[config.mk]
export PLATFORM = sky130hd
export DESIGN_NAME = ycbcr_to_rgb_pixel_converter
export DESIGN_NICKNAME = d
export VERILOG_FILES = /design/src/rtl/y2r_pkg.sv /design/src/rtl/ycbcr_to_rgb_pixel_converter.sv /design/src/rtl/y2r_product.sv /design/src/rtl/y2r_accum.sv /design/src/rtl/y2r_range.sv /design/src/rtl/y2r_pack.sv
export SDC_FILE = /design/constraint.sdc
export NUM_CORES = 2
export LEC_CHECK = 0
export BUFFER_PORTS_ARGS = -buffer_cell sky130_fd_sc_hd__buf_2
export CORE_MARGIN = 1.5
export CORE_UTILIZATION = 40
export CTS_CLUSTER_DIAMETER = 60
export DETAILED_ROUTE_END_ITERATION = 16
export GPL_TIMING_DRIVEN = 0
export PLACE_DENSITY = 0.61
export SETUP_SLACK_MARGIN = 0.5
export SLEW_MARGIN = 5
export SYNTH_ARGS = -nofsm -noshare
export SYNTH_HDL_FRONTEND = slang
export SYNTH_SLANG_ARGS = --single-unit
[constraint.sdc]
create_clock -name clk -period 19.72 [get_ports clk]
set_clock_uncertainty 0.2 [all_clocks]
set_input_delay 2.958 -clock clk [delete_from_list [all_inputs] [get_ports clk]]
set_output_delay 2.958 -clock clk [all_outputs]
set_load 0.01 [all_outputs]
[src/rtl/y2r_pkg.sv]
// Shared types, constants and the coefficient table of the YCbCr to RGB converter.
// No dependencies; every module of the block imports this package.
package y2r_pkg;

	// Field and datapath widths
	localparam int SAMPLE_W = 8;
	localparam int WORD_W   = 24;
	localparam int CH_W     = 8;
	localparam int COEF_W   = 18;
	localparam int OPND_W   = 9;
	localparam int TERM_W   = 28;
	localparam int SUM_W    = 28;
	localparam int FRAC_W   = 16;
	localparam int CFG_W    = 3;
	localparam int INDEX_W  = 2;

	// Register reset values
	localparam logic [2:0] MATRIX_RESET = 3'd6;

	// Full-precision path: luma scale, luma offset, chroma offset, rounding
	localparam logic [COEF_W-1:0] KY_BIG      = COEF_W'(76309);
	localparam logic [OPND_W-1:0] LUMA_OFFSET = OPND_W'(16);
	localparam logic [OPND_W-1:0] CHROMA_MID  = OPND_W'(128);
	localparam logic [SUM_W-1:0]  ROUND_BIG   = SUM_W'(32768);

	// Reduced path: decimal coefficients over 1000
	localparam logic [COEF_W-1:0] KY_SMALL  = COEF_W'(1000);
	localparam logic [COEF_W-1:0] KR_SMALL  = COEF_W'(1371);
	localparam logic [COEF_W-1:0] KGV_SMALL = COEF_W'(698);
	localparam logic [COEF_W-1:0] KGU_SMALL = COEF_W'(336);
	localparam logic [COEF_W-1:0] KB_SMALL  = COEF_W'(1732);

	// Division by 1000 as multiplication by ceil(2^28 / 1000); exact below 256000
	localparam int               DIV_N_W    = 18;
	localparam int               RECIP_W    = 19;
	localparam int               DIV_SHIFT  = 28;
	localparam int               RPROD_W    = DIV_N_W + RECIP_W;
	localparam logic [RECIP_W-1:0] RECIP    = RECIP_W'(268436);
	localparam logic [SUM_W-1:0] DIV_LIMIT  = SUM_W'(256000);

	typedef enum logic [1:0] {
		DEPTH_32 = 2'd0,
		DEPTH_24 = 2'd1,
		DEPTH_16 = 2'd2,
		DEPTH_15 = 2'd3
	} depth_t;

	typedef enum logic [INDEX_W-1:0] {
		REG_MATRIX = 2'd0,
		REG_DEPTH  = 2'd1,
		REG_SWAP   = 2'd2
	} reg_index_t;

	typedef struct packed {
		logic [2:0] matrix;
		depth_t     depth;
		logic       swap;
	} cfg_t;

	typedef struct packed {
		logic [COEF_W-1:0] r;
		logic [COEF_W-1:0] b;
		logic [COEF_W-1:0] gu;
		logic [COEF_W-1:0] gv;
	} coef_row_t;

	typedef struct packed {
		logic signed [TERM_W-1:0] y;
		logic signed [TERM_W-1:0] r;
		logic signed [TERM_W-1:0] b;
		logic signed [TERM_W-1:0] gu;
		logic signed [TERM_W-1:0] gv;
	} terms_t;

	typedef struct packed {
		logic signed [SUM_W-1:0] r;
		logic signed [SUM_W-1:0] g;
		logic signed [SUM_W-1:0] b;
	} sums_t;

	typedef struct packed {
		logic [CH_W-1:0] r;
		logic [CH_W-1:0] g;
		logic [CH_W-1:0] b;
	} bytes_t;

	// True for the two modes that use the selectable 16.16 matrix
	function automatic logic full_mode(input depth_t d);
		return (d == DEPTH_32) || (d == DEPTH_24);
	endfunction

	// Coefficient rows by colour standard
	function automatic coef_row_t coef_row(input logic [2:0] sel);
		coef_row_t c;
		unique case (sel)
			3'd0:    c = '{COEF_W'(117504), COEF_W'(138453), COEF_W'(13954), COEF_W'(34903)};
			3'd1:    c = '{COEF_W'(117504), COEF_W'(138453), COEF_W'(13954), COEF_W'(34903)};
			3'd2:    c = '{COEF_W'(104597), COEF_W'(132201), COEF_W'(25675), COEF_W'(53279)};
			3'd3:    c = '{COEF_W'(104597), COEF_W'(132201), COEF_W'(25675), COEF_W'(53279)};
			3'd4:    c = '{COEF_W'(104448), COEF_W'(132798), COEF_W'(24759), COEF_W'(53109)};
			3'd5:    c = '{COEF_W'(104597), COEF_W'(132201), COEF_W'(25675), COEF_W'(53279)};
			3'd6:    c = '{COEF_W'(104597), COEF_W'(132201), COEF_W'(25675), COEF_W'(53279)};
			default: c = '{COEF_W'(117579), COEF_W'(136230), COEF_W'(16907), COEF_W'(35559)};
		endcase
		return c;
	endfunction

endpackage

[src/rtl/ycbcr_to_rgb_pixel_converter.sv]
// Top level of the YCbCr to RGB converter: configuration registers and four pipeline stages.
// Depends on y2r_pkg, y2r_product, y2r_accum, y2r_range and y2r_pack.
//
//   channel  | signals                                   | handshake
//   ---------+-------------------------------------------+------------------------
//   pixel in | luma, chroma_blue, chroma_red             | pixel_valid/pixel_ready
//   word out | pixel_word                                | word_valid/word_ready
//   config   | cfg_index, cfg_data                       | cfg_we (no wait)
//
// One item enters per clock unless every stage is full behind a stalled output; each item
// passes in order through the product, sum, range and pack stage registers. Each stage
// takes a new item whenever it is empty or its item moves on, so bubbles close up and a
// stalled output holds without loss. Reset clears the stage valid bits and loads the
// registers with matrix 6, 32 bit depth and red-high order.
module ycbcr_to_rgb_pixel_converter (
	input  logic                          clk,
	input  logic                          arst_n,
	input  logic                          cfg_we,
	input  logic [y2r_pkg::INDEX_W-1:0]   cfg_index,
	input  logic [y2r_pkg::CFG_W-1:0]     cfg_data,
	input  logic                          pixel_valid,
	output logic                          pixel_ready,
	input  logic [y2r_pkg::SAMPLE_W-1:0]  luma,
	input  logic [y2r_pkg::SAMPLE_W-1:0]  chroma_blue,
	input  logic [y2r_pkg::SAMPLE_W-1:0]  chroma_red,
	output logic                          word_valid,
	input  logic                          word_ready,
	output logic [y2r_pkg::WORD_W-1:0]    pixel_word
);
	import y2r_pkg::*;

	cfg_t   cfg_q;
	logic   valid_s1, valid_s2, valid_s3, valid_s4;
	logic   ready_2, ready_3, ready_4;
	terms_t terms_s1;
	sums_t  sums_s2;
	bytes_t bytes_s3;

	// Write configuration registers; drop writes to unknown indexes
	always_ff @(posedge clk or negedge arst_n) begin
		if (!arst_n) begin
			cfg_q.matrix <= MATRIX_RESET;
			cfg_q.depth  <= DEPTH_32;
			cfg_q.swap   <= 1'b0;
		end else if (cfg_we) begin
			unique case (cfg_index)
				REG_MATRIX: cfg_q.matrix <= cfg_data;
				REG_DEPTH:  cfg_q.depth  <= depth_t'(cfg_data[1:0]);
				REG_SWAP:   cfg_q.swap   <= cfg_data[0];
				default: ;
			endcase
		end
	end

	y2r_product u_product (
		.clk        (clk),
		.arst_n     (arst_n),
		.cfg        (cfg_q),
		.valid_in   (pixel_valid),
		.ready      (pixel_ready),
		.luma       (luma),
		.chroma_blue(chroma_blue),
		.chroma_red (chroma_red),
		.valid_s1   (valid_s1),
		.terms_s1   (terms_s1),
		.ready_down (ready_2)
	);

	y2r_accum u_accum (
		.clk       (clk),
		.arst_n    (arst_n),
		.cfg       (cfg_q),
		.valid_in  (valid_s1),
		.ready     (ready_2),
		.terms     (terms_s1),
		.valid_s2  (valid_s2),
		.sums_s2   (sums_s2),
		.ready_down(ready_3)
	);

	y2r_range u_range (
		.clk       (clk),
		.arst_n    (arst_n),
		.cfg       (cfg_q),
		.valid_in  (valid_s2),
		.ready     (ready_3),
		.sums      (sums_s2),
		.valid_s3  (valid_s3),
		.bytes_s3  (bytes_s3),
		.ready_down(ready_4)
	);

	y2r_pack u_pack (
		.clk       (clk),
		.arst_n    (arst_n),
		.cfg       (cfg_q),
		.valid_in  (valid_s3),
		.ready     (ready_4),
		.bytes     (bytes_s3),
		.valid_s4  (valid_s4),
		.word_s4   (pixel_word),
		.ready_down(word_ready)
	);

	assign word_valid = valid_s4;

`ifndef SYNTHESIS
	// Input is refused only when every stage holds an item
	assert property (@(posedge clk) disable iff (!arst_n)
		!pixel_ready |-> (valid_s1 && valid_s2 && valid_s3 && valid_s4))
		else $error("input refused with a free pipeline stage");

	// An empty second stage always takes the first stage's item
	assert property (@(posedge clk) disable iff (!arst_n)
		(valid_s1 && !valid_s2) |=> valid_s2)
		else $error("item lost between stage 1 and stage 2");

	// Reduced depths leave the upper byte clear
	assert property (@(posedge clk) disable iff (!arst_n)
		(word_valid && !full_mode(cfg_q.depth)) |-> (pixel_word[23:16] == 8'h00))
		else $error("upper byte set in a 16 or 15 bit mode");

	// 555 packing leaves bit 15 clear
	assert property (@(posedge clk) disable iff (!arst_n)
		(word_valid && (cfg_q.depth == DEPTH_15)) |-> !pixel_word[15])
		else $error("bit 15 set in 15 bit mode");
`endif

endmodule

[src/rtl/y2r_product.sv]
// Stage 1 of the converter: picks coefficients and operands, forms the five products.
// Depends on y2r_pkg.
module y2r_product (
	input  logic                           clk,
	input  logic                           arst_n,
	input  y2r_pkg::cfg_t                  cfg,
	input  logic                           valid_in,
	output logic                           ready,
	input  logic [y2r_pkg::SAMPLE_W-1:0]   luma,
	input  logic [y2r_pkg::SAMPLE_W-1:0]   chroma_blue,
	input  logic [y2r_pkg::SAMPLE_W-1:0]   chroma_red,
	output logic                           valid_s1,
	output y2r_pkg::terms_t                terms_s1,
	input  logic                           ready_down
);
	import y2r_pkg::*;

	logic                     full;
	coef_row_t                row;
	logic [SAMPLE_W-1:0]      y_trunc, cb_trunc, cr_trunc;
	logic signed [OPND_W-1:0] ys, us, vs;
	logic [COEF_W-1:0]        ky, kr, kb, kgu, kgv;
	terms_t                   terms;

	// Widen both operands first so the product keeps the full term width
	function automatic logic signed [TERM_W-1:0] mul_term(
		input logic [COEF_W-1:0] k,
		input logic signed [OPND_W-1:0] x
	);
		logic signed [TERM_W-1:0] kw;
		logic signed [TERM_W-1:0] xw;
		kw = $signed(TERM_W'(k));
		xw = TERM_W'(x);
		return kw * xw;
	endfunction

	// Select operands: full samples less offsets, or samples cut to 6 bits
	always_comb begin
		full     = full_mode(cfg.depth);
		row      = coef_row(cfg.matrix);
		y_trunc  = {luma[SAMPLE_W-1:2], 2'b00};
		cb_trunc = {chroma_blue[SAMPLE_W-1:2], 2'b00};
		cr_trunc = {chroma_red[SAMPLE_W-1:2], 2'b00};
		if (full) begin
			ys  = $signed({1'b0, luma} - LUMA_OFFSET);
			us  = $signed({1'b0, chroma_blue} - CHROMA_MID);
			vs  = $signed({1'b0, chroma_red} - CHROMA_MID);
			ky  = KY_BIG;
			kr  = row.r;
			kb  = row.b;
			kgu = row.gu;
			kgv = row.gv;
		end else begin
			ys  = $signed({1'b0, y_trunc});
			us  = $signed({1'b0, cb_trunc} - CHROMA_MID);
			vs  = $signed({1'b0, cr_trunc} - CHROMA_MID);
			ky  = KY_SMALL;
			kr  = KR_SMALL;
			kb  = KB_SMALL;
			kgu = KGU_SMALL;
			kgv = KGV_SMALL;
		end
		terms.y  = mul_term(ky, ys);
		terms.r  = mul_term(kr, vs);
		terms.b  = mul_term(kb, us);
		terms.gu = mul_term(kgu, us);
		terms.gv = mul_term(kgv, vs);
	end

	assign ready = !valid_s1 || ready_down;

	// Advance the stage when empty or when the next stage takes its item
	always_ff @(posedge clk or negedge arst_n) begin
		if (!arst_n) begin
			valid_s1 <= 1'b0;
		end else if (ready) begin
			valid_s1 <= valid_in;
		end
	end

	always_ff @(posedge clk) begin
		if (ready && valid_in) begin
			terms_s1 <= terms;
		end
	end

endmodule

[src/rtl/y2r_accum.sv]
// Stage 2 of the converter: adds the products into one signed sum per channel.
// Depends on y2r_pkg.
module y2r_accum (
	input  logic             clk,
	input  logic             arst_n,
	input  y2r_pkg::cfg_t    cfg,
	input  logic             valid_in,
	output logic             ready,
	input  y2r_pkg::terms_t  terms,
	output logic             valid_s2,
	output y2r_pkg::sums_t   sums_s2,
	input  logic             ready_down
);
	import y2r_pkg::*;

	logic [SUM_W-1:0] rnd;
	sums_t            sums;

	// Add rounding only on the 16.16 path
	always_comb begin
		rnd    = full_mode(cfg.depth) ? ROUND_BIG : '0;
		sums.r = terms.y + terms.r + $signed(rnd);
		sums.g = terms.y - terms.gu - terms.gv + $signed(rnd);
		sums.b = terms.y + terms.b + $signed(rnd);
	end

	assign ready = !valid_s2 || ready_down;

	always_ff @(posedge clk or negedge arst_n) begin
		if (!arst_n) begin
			valid_s2 <= 1'b0;
		end else if (ready) begin
			valid_s2 <= valid_in;
		end
	end

	always_ff @(posedge clk) begin
		if (ready && valid_in) begin
			sums_s2 <= sums;
		end
	end

endmodule

[src/rtl/y2r_range.sv]
// Stage 3 of the converter: scales each sum down and clamps it to one byte.
// Depends on y2r_pkg.
module y2r_range (
	input  logic             clk,
	input  logic             arst_n,
	input  y2r_pkg::cfg_t    cfg,
	input  logic             valid_in,
	output logic             ready,
	input  y2r_pkg::sums_t   sums,
	output logic             valid_s3,
	output y2r_pkg::bytes_t  bytes_s3,
	input  logic             ready_down
);
	import y2r_pkg::*;

	bytes_t bytes;
	logic   full;

	// Negative clamps to zero, overflow to 255; 16.16 takes the integer byte, the other path divides by 1000
	function automatic logic [CH_W-1:0] to_byte(
		input logic signed [SUM_W-1:0] s,
		input logic                    big
	);
		logic [RPROD_W-1:0] prod;
		logic [CH_W-1:0]    res;
		prod = {{RECIP_W{1'b0}}, s[DIV_N_W-1:0]} * {{DIV_N_W{1'b0}}, RECIP};
		if (s[SUM_W-1]) begin
			res = '0;
		end else if (big) begin
			res = (s[SUM_W-2:FRAC_W+CH_W] != '0) ? {CH_W{1'b1}} : s[FRAC_W+CH_W-1:FRAC_W];
		end else begin
			res = (s >= DIV_LIMIT) ? {CH_W{1'b1}} : prod[DIV_SHIFT+CH_W-1:DIV_SHIFT];
		end
		return res;
	endfunction

	always_comb begin
		full    = full_mode(cfg.depth);
		bytes.r = to_byte(sums.r, full);
		bytes.g = to_byte(sums.g, full);
		bytes.b = to_byte(sums.b, full);
	end

	assign ready = !valid_s3 || ready_down;

	always_ff @(posedge clk or negedge arst_n) begin
		if (!arst_n) begin
			valid_s3 <= 1'b0;
		end else if (ready) begin
			valid_s3 <= valid_in;
		end
	end

	always_ff @(posedge clk) begin
		if (ready && valid_in) begin
			bytes_s3 <= bytes;
		end
	end

endmodule

[src/rtl/y2r_pack.sv]
// Stage 4 of the converter: packs the channel bytes into the output word register.
// Depends on y2r_pkg.
module y2r_pack (
	input  logic                          clk,
	input  logic                          arst_n,
	input  y2r_pkg::cfg_t                 cfg,
	input  logic                          valid_in,
	output logic                          ready,
	input  y2r_pkg::bytes_t               bytes,
	output logic                          valid_s4,
	output logic [y2r_pkg::WORD_W-1:0]    word_s4,
	input  logic                          ready_down
);
	import y2r_pkg::*;

	logic [CH_W-1:0]   hi, lo;
	logic [WORD_W-1:0] word;

	// Order channels, then pack as 888, 565 or 555
	always_comb begin
		hi = cfg.swap ? bytes.b : bytes.r;
		lo = cfg.swap ? bytes.r : bytes.b;
		unique case (cfg.depth)
			DEPTH_32, DEPTH_24: word = {hi, bytes.g, lo};
			DEPTH_16:           word = {8'h00, hi[7:3], bytes.g[7:2], lo[7:3]};
			default:            word = {9'h000, hi[7:3], bytes.g[7:3], lo[7:3]};
		endcase
	end

	assign ready = !valid_s4 || ready_down;

	always_ff @(posedge clk or negedge arst_n) begin
		if (!arst_n) begin
			valid_s4 <= 1'b0;
		end else if (ready) begin
			valid_s4 <= valid_in;
		end
	end

	always_ff @(posedge clk) begin
		if (ready && valid_in) begin
			word_s4 <= word;
		end
	end

endmodule

Word level (Yosys, flattened, before mapping). Index checks and enable logic that the tools add are counted. W data, S select, Z words.

Muxes and demuxes: 22. Reductions and logical operators: 25. Eq/ne operators: 10. Add/subtract/negate cells: 12. Order comparisons: 3. Multipliers: 8.

Operators with widths (number): $pmux W69 S3 (1); $add A28 B28 Y28 (5); $mul A18 B17 Y34 const B (3); $mux W8 (11); $ge A28 B18 Y1 const B (3); $mul A19 B9 Y28 (3); $sub A28 B28 Y28 (2); $mul A18 B9 Y27 (2); $mux W18 (3); $pmux W24 S2 (1); $sub A8 B8 Y9 const B (4); $mux W17 (2); $mux W9 (3); $mux W16 (1); $eq A3 B3 Y1 const B (3); $reduce_bool A3 Y1 (3); $sub A8 B5 Y9 const B (1); $eq A3 B2 Y1 const B (2); $reduce_and A2 Y1 (3); $logic_or A1 B1 Y1 (5); $eq A2 B1 Y1 const B (2); $eq A2 B2 Y1 const B (2); $logic_and A1 B1 Y1 (4); $logic_not A1 Y1 (4); 5 further kinds (7).

Logic and storage cells: 99. Flip-flop bits (word level): 282. Output and inout port bits: 26.

Logic depth before layout (Yosys ltp).
Depth in word-level cells: 6. Depth in mapped cells: 30. Gate-level depth less buffers: 27.

Hierarchy. From an unflattened synthesis, not the netlist that was laid out.

Cell total of the unflattened synthesis: 4713. Area, all modules: 47154.0 um^2.

By module, submodules not included: y2r_product (area an instance 24414.7 um^2, sequential area each 4199.0 um^2, instances 1, cells an instance 2439); y2r_range (area an instance 12853.6 um^2, sequential area each 745.7 um^2, instances 1, cells an instance 1350); y2r_accum (area an instance 8341.8 um^2, sequential area each 2547.4 um^2, instances 1, cells an instance 821); y2r_pack (area an instance 1290.0 um^2, sequential area each 745.7 um^2, instances 1, cells an instance 88); ycbcr_to_rgb_pixel_converter (area an instance 254.0 um^2, sequential area each 152.6 um^2, instances 1, cells an instance 15).

Worst setup path before layout. Ideal clock, no wire load.

Kind: input to register. Start: input chroma_blue[1] in the netlist's numbering. End: register, netlist name u_product.terms_s1[54]. Buffers on the path: 1. Data required time: 19.257 ns. Stages on the path: 24. Setup slack: 10.711 ns. Data arrival time: 8.546 ns. Cells stage by stage: nor2b_1 -> clkbuf_1 -> clkinv_1 -> nor2_1 -> nand2_1 -> fa_1 -> inv_1 -> fa_1 -> inv_1 -> fa_1 -> fa_1 -> fa_1 -> inv_1 -> ha_1 -> a21o_1 -> a31oi_1 -> o21ai_1 -> a221o_1 -> o221ai_1 -> a21oi_1 -> or2_1 -> a211oi_1 -> a21oi_1 -> xor2_1.

RTL lines: from (decl) (line ycbcr_to_rgb_pixel_converter.sv:24) `input logic [y2r_pkg::SAMPLE_W-1:0] chroma_blue,`.

==> flow_summary_export.csv <==
group,metric,value,unit
synth,yosysWarningCount,0,
synth,synth.top_cells.by_count,"sky130_fd_sc_hd__inv_1, sky130_fd_sc_hd__ha_1, sky130_fd_sc_hd__fa_1, sky130_fd_sc_hd__nor2_1, sky130_fd_sc_hd__edfxtp_1",
timing,timing.fmax,0.1009,GHz
grt,globalRoute.totalOverflow,0,
setup_path,worst_ep_required_time,19.85,ns
timing,slew_viol_final,0,
placement,gpl.final_weighted_congestion,0.9501,
cts,cts_hold_buffers,0,
synth,synth_seq_area_share,0.1819,
synth,mappedNetlistArea,0.04597,sq mm
die,die-area,0.1170,sq mm
layout,areaGrowthSynthToFinish,7.278,%
timing,timing_worst_slew_pin_value,1.475,ns
route,drc,0,
layout,final_layout_size_suffix_gt1_frac,0.03384,
timing,period_share,0.5023,
grt,gr-usage-all-layers,0.2061,
cts,cts_sinks,280,
cts,cts.repair_timing.setup_buffer_count,0,
setup_path,crit_path_category,"reg -> reg",
placement,detailedPlacementHpwl,102.0,mm
grt,grt_pass1_vias,32960,
setup_path,worst-path-max-fanout,10,
status,status,"finished clean",
cts,cts_htree_levels,1,
grt,grt_antenna_before_repair,5,
synth,synth.ff_latch_count,280,
timing,tns_setup,0,ns
timing,slew_headroom,0.01662,
flow_run,maximum_capacitance_violations,0,
cts,insertion_delay,0.61,ns
die,die_w,342.0,um
setup_path,cp-start-kind,"flop",
setup_path,cp.arrival,10.04,ns
placement,io_buffers,54,
die,floorplan.die.height,342.0,um
timing,layout_min_cycle_time,9.906,ns
cts,cts.root.buffer_cell,"sky130_fd_sc_hd__clkbuf_16",
layout,final_net_count,6301,
route,viasPerCell,5.090,
layout,num_antenna_cells,0,
die,floorplan.initialDensity,0.4026,
die,fp.coreArea,0.1142,sq mm
synth,synth.distinct_cells,83,
die,top_level_ports,60,
synth,synth.avg_cell_area,10.06,sq um
cts,cts_buffers,31,
grt,grt_start_max_net_pins,70,
timing,finalHoldViolations,0,
synth,syn-instance-count,4569,
synth,synth-edff-count,270,
synth,synth-async-reset-ratio,0.03571,
cts,cts_tree,"yes",
hold_path,hold_class,"reg -> reg",
synth,synth_largest_area_cell,"sky130_fd_sc_hd__ha_1",
route,detailroute.via_count,31620,
die,site_row_count,124,
timing,rsz0062_at_grt,"false",
synth,yosysMostFrequentCell,"sky130_fd_sc_hd__inv_1",
timing,setup_violations,0,
route,routed_wire_length_per_instance,18.99,um
route,drt-initial-drc-count,1886,
grt,grt_pass1_wl,185.5,mm
cts,cts_resized,0,
synth,ys_dominant_reg_cell,"sky130_fd_sc_hd__edfxtp_1",
cts,longest_clk_path_bufs,3,
synth,synthDominantCellAreaShare,0.2844,
route,postRouteWirelength,118.0,mm
synth,netlist_top_cells_area,"sky130_fd_sc_hd__ha_1, sky130_fd_sc_hd__fa_1, sky130_fd_sc_hd__edfxtp_1",
route,route.antenna.remaining_nets,0,
route,drt-pass1-iter-count,5,
setup_path,worst_setup_path_end_kind,"flop",
cts,cts.reportedPaths.clkPinSlew,0.07,ns
==> sequential cells by signal (all words and copies together), names as in the netlist, 6 cells and up <==
register	cells
u_product.terms_s1	138
u_accum.sums_s2	84
u_pack.word_s4	24
cfg_q	6
u_range.bytes_s3	24
==> critical path: stages (launching register included) <==
cell	delay, ns
sky130_fd_sc_hd__dfrtp_1	0.86
sky130_fd_sc_hd__clkbuf_2	0.67
sky130_fd_sc_hd__buf_1	0.83
sky130_fd_sc_hd__buf_1	0.80
sky130_fd_sc_hd__clkbuf_1	0.99
sky130_fd_sc_hd__nand2_1	0.20
sky130_fd_sc_hd__fa_1	0.62
sky130_fd_sc_hd__inv_1	0.07
sky130_fd_sc_hd__fa_1	0.44
sky130_fd_sc_hd__fa_1	0.54
sky130_fd_sc_hd__fa_1	0.42
sky130_fd_sc_hd__ha_1	0.34
sky130_fd_sc_hd__ha_1	0.35
sky130_fd_sc_hd__a21o_1	0.19
sky130_fd_sc_hd__a21oi_1	0.19
sky130_fd_sc_hd__inv_1	0.10
sky130_fd_sc_hd__a221o_1	0.41
sky130_fd_sc_hd__o221ai_1	0.24
sky130_fd_sc_hd__a21oi_1	0.13
sky130_fd_sc_hd__or2_1	0.25
sky130_fd_sc_hd__a211oi_1	0.37
sky130_fd_sc_hd__a21oi_1	0.13
sky130_fd_sc_hd__xor2_1	0.20
==> stage by stage <==
| stage | cells | hold slack [ns] | area (sq um) | worst slack (ns) | utilization |
|---|---|---|---|---|---|
| 6_report | 6211 | 0.2898 | 49320 | 9.814 | 0.4319 |
| 5_1_grt | 6211 | 0.3005 | 49320 | 9.538 | 0.4319 |
| 4_1_cts | 6211 | 0.2936 | 49310 | 9.881 | 0.4319 |
| 3_5_place_dp | 6154 | 0.2736 | 48300 | 9.514 | 0.4230 |
| 3_3_place_gp | 6150 | 0.2643 | 48190 | 9.473 | 0.4220 |
| 2_1_floorplan | 4584 | 0.2489 | 46030 | 10.71 | - |
==> area by class of cell <==
| cell class | count | area [sq um] |
|---|---|---|
| clock buffer | 35 | 790.8 |
| tap | 1512 | 1892 |
| buffer | 58 | 222.7 |
| inverter | 1103 | 4140 |
| clock inverter | 22 | 226.5 |
| sequential | 280 | 8361 |
| timing repair buffer | 58 | 367.9 |
| fill | 11080 | 64870 |
| multi-input combinational | 3143 | 33320 |
==> cells by family after synthesis <==
group,after synthesis,synth area share
AO/OA/AOI/OAI,554,0.07939
XOR/XNOR,190,0.03620
adder cells (fa/ha/maj),1592,0.5226
buffers and inverters,1161,0.09480
flip-flops,280,0.1819
multiplexers,37,0.009744
other,2,0.0001634
AND/OR/NAND/NOR,753,0.07520
==> cell usage in the layout (no fill, tap or decap), types with 73 or more instances in the layout <==
cell	instances
sky130_fd_sc_hd__fa_1	547
sky130_fd_sc_hd__xnor2_1	147
sky130_fd_sc_hd__a21o_1	83
sky130_fd_sc_hd__edfxtp_1	270
sky130_fd_sc_hd__ha_1	1045
sky130_fd_sc_hd__nor2_1	273
sky130_fd_sc_hd__o21ai_0	73
sky130_fd_sc_hd__nand2_1	196
sky130_fd_sc_hd__inv_1	1101
sky130_fd_sc_hd__a21oi_1	156
==> metal layers <==
layer	GRT usage	share of wire	up-vias
met4	0.06195	0.032	0
met2	0.3455	0.46	816
met3	0.02724	0.059	205
met1	0.2769	0.45	15430
li1	-	-	15160
met5	0	0	-
==> final timing paths <==
path | slack [ns] | endpoint | cells past startpoint | start
setup / recovery | 9.81 | u_product.terms_s1[54] | 22 | cfg_q[2]
max in group asynchronous | 17.06 | cfg_q[4] | 1 | arst_n
min in group asynchronous | 2.00 | u_pack.valid_s4 | 1 | arst_n
setup reg to reg | 9.81 | u_product.terms_s1[54] | 22 | cfg_q[2]
hold reg to reg | 0.29 | u_accum.valid_s2 | 1 | u_product.valid_s1
hold / removal | 0.29 | u_accum.valid_s2 | 1 | u_product.valid_s1
Power is left out: the tool's default activity adds up to more than one toggle a clock period on the data nets, which glitch-free logic cannot reach.
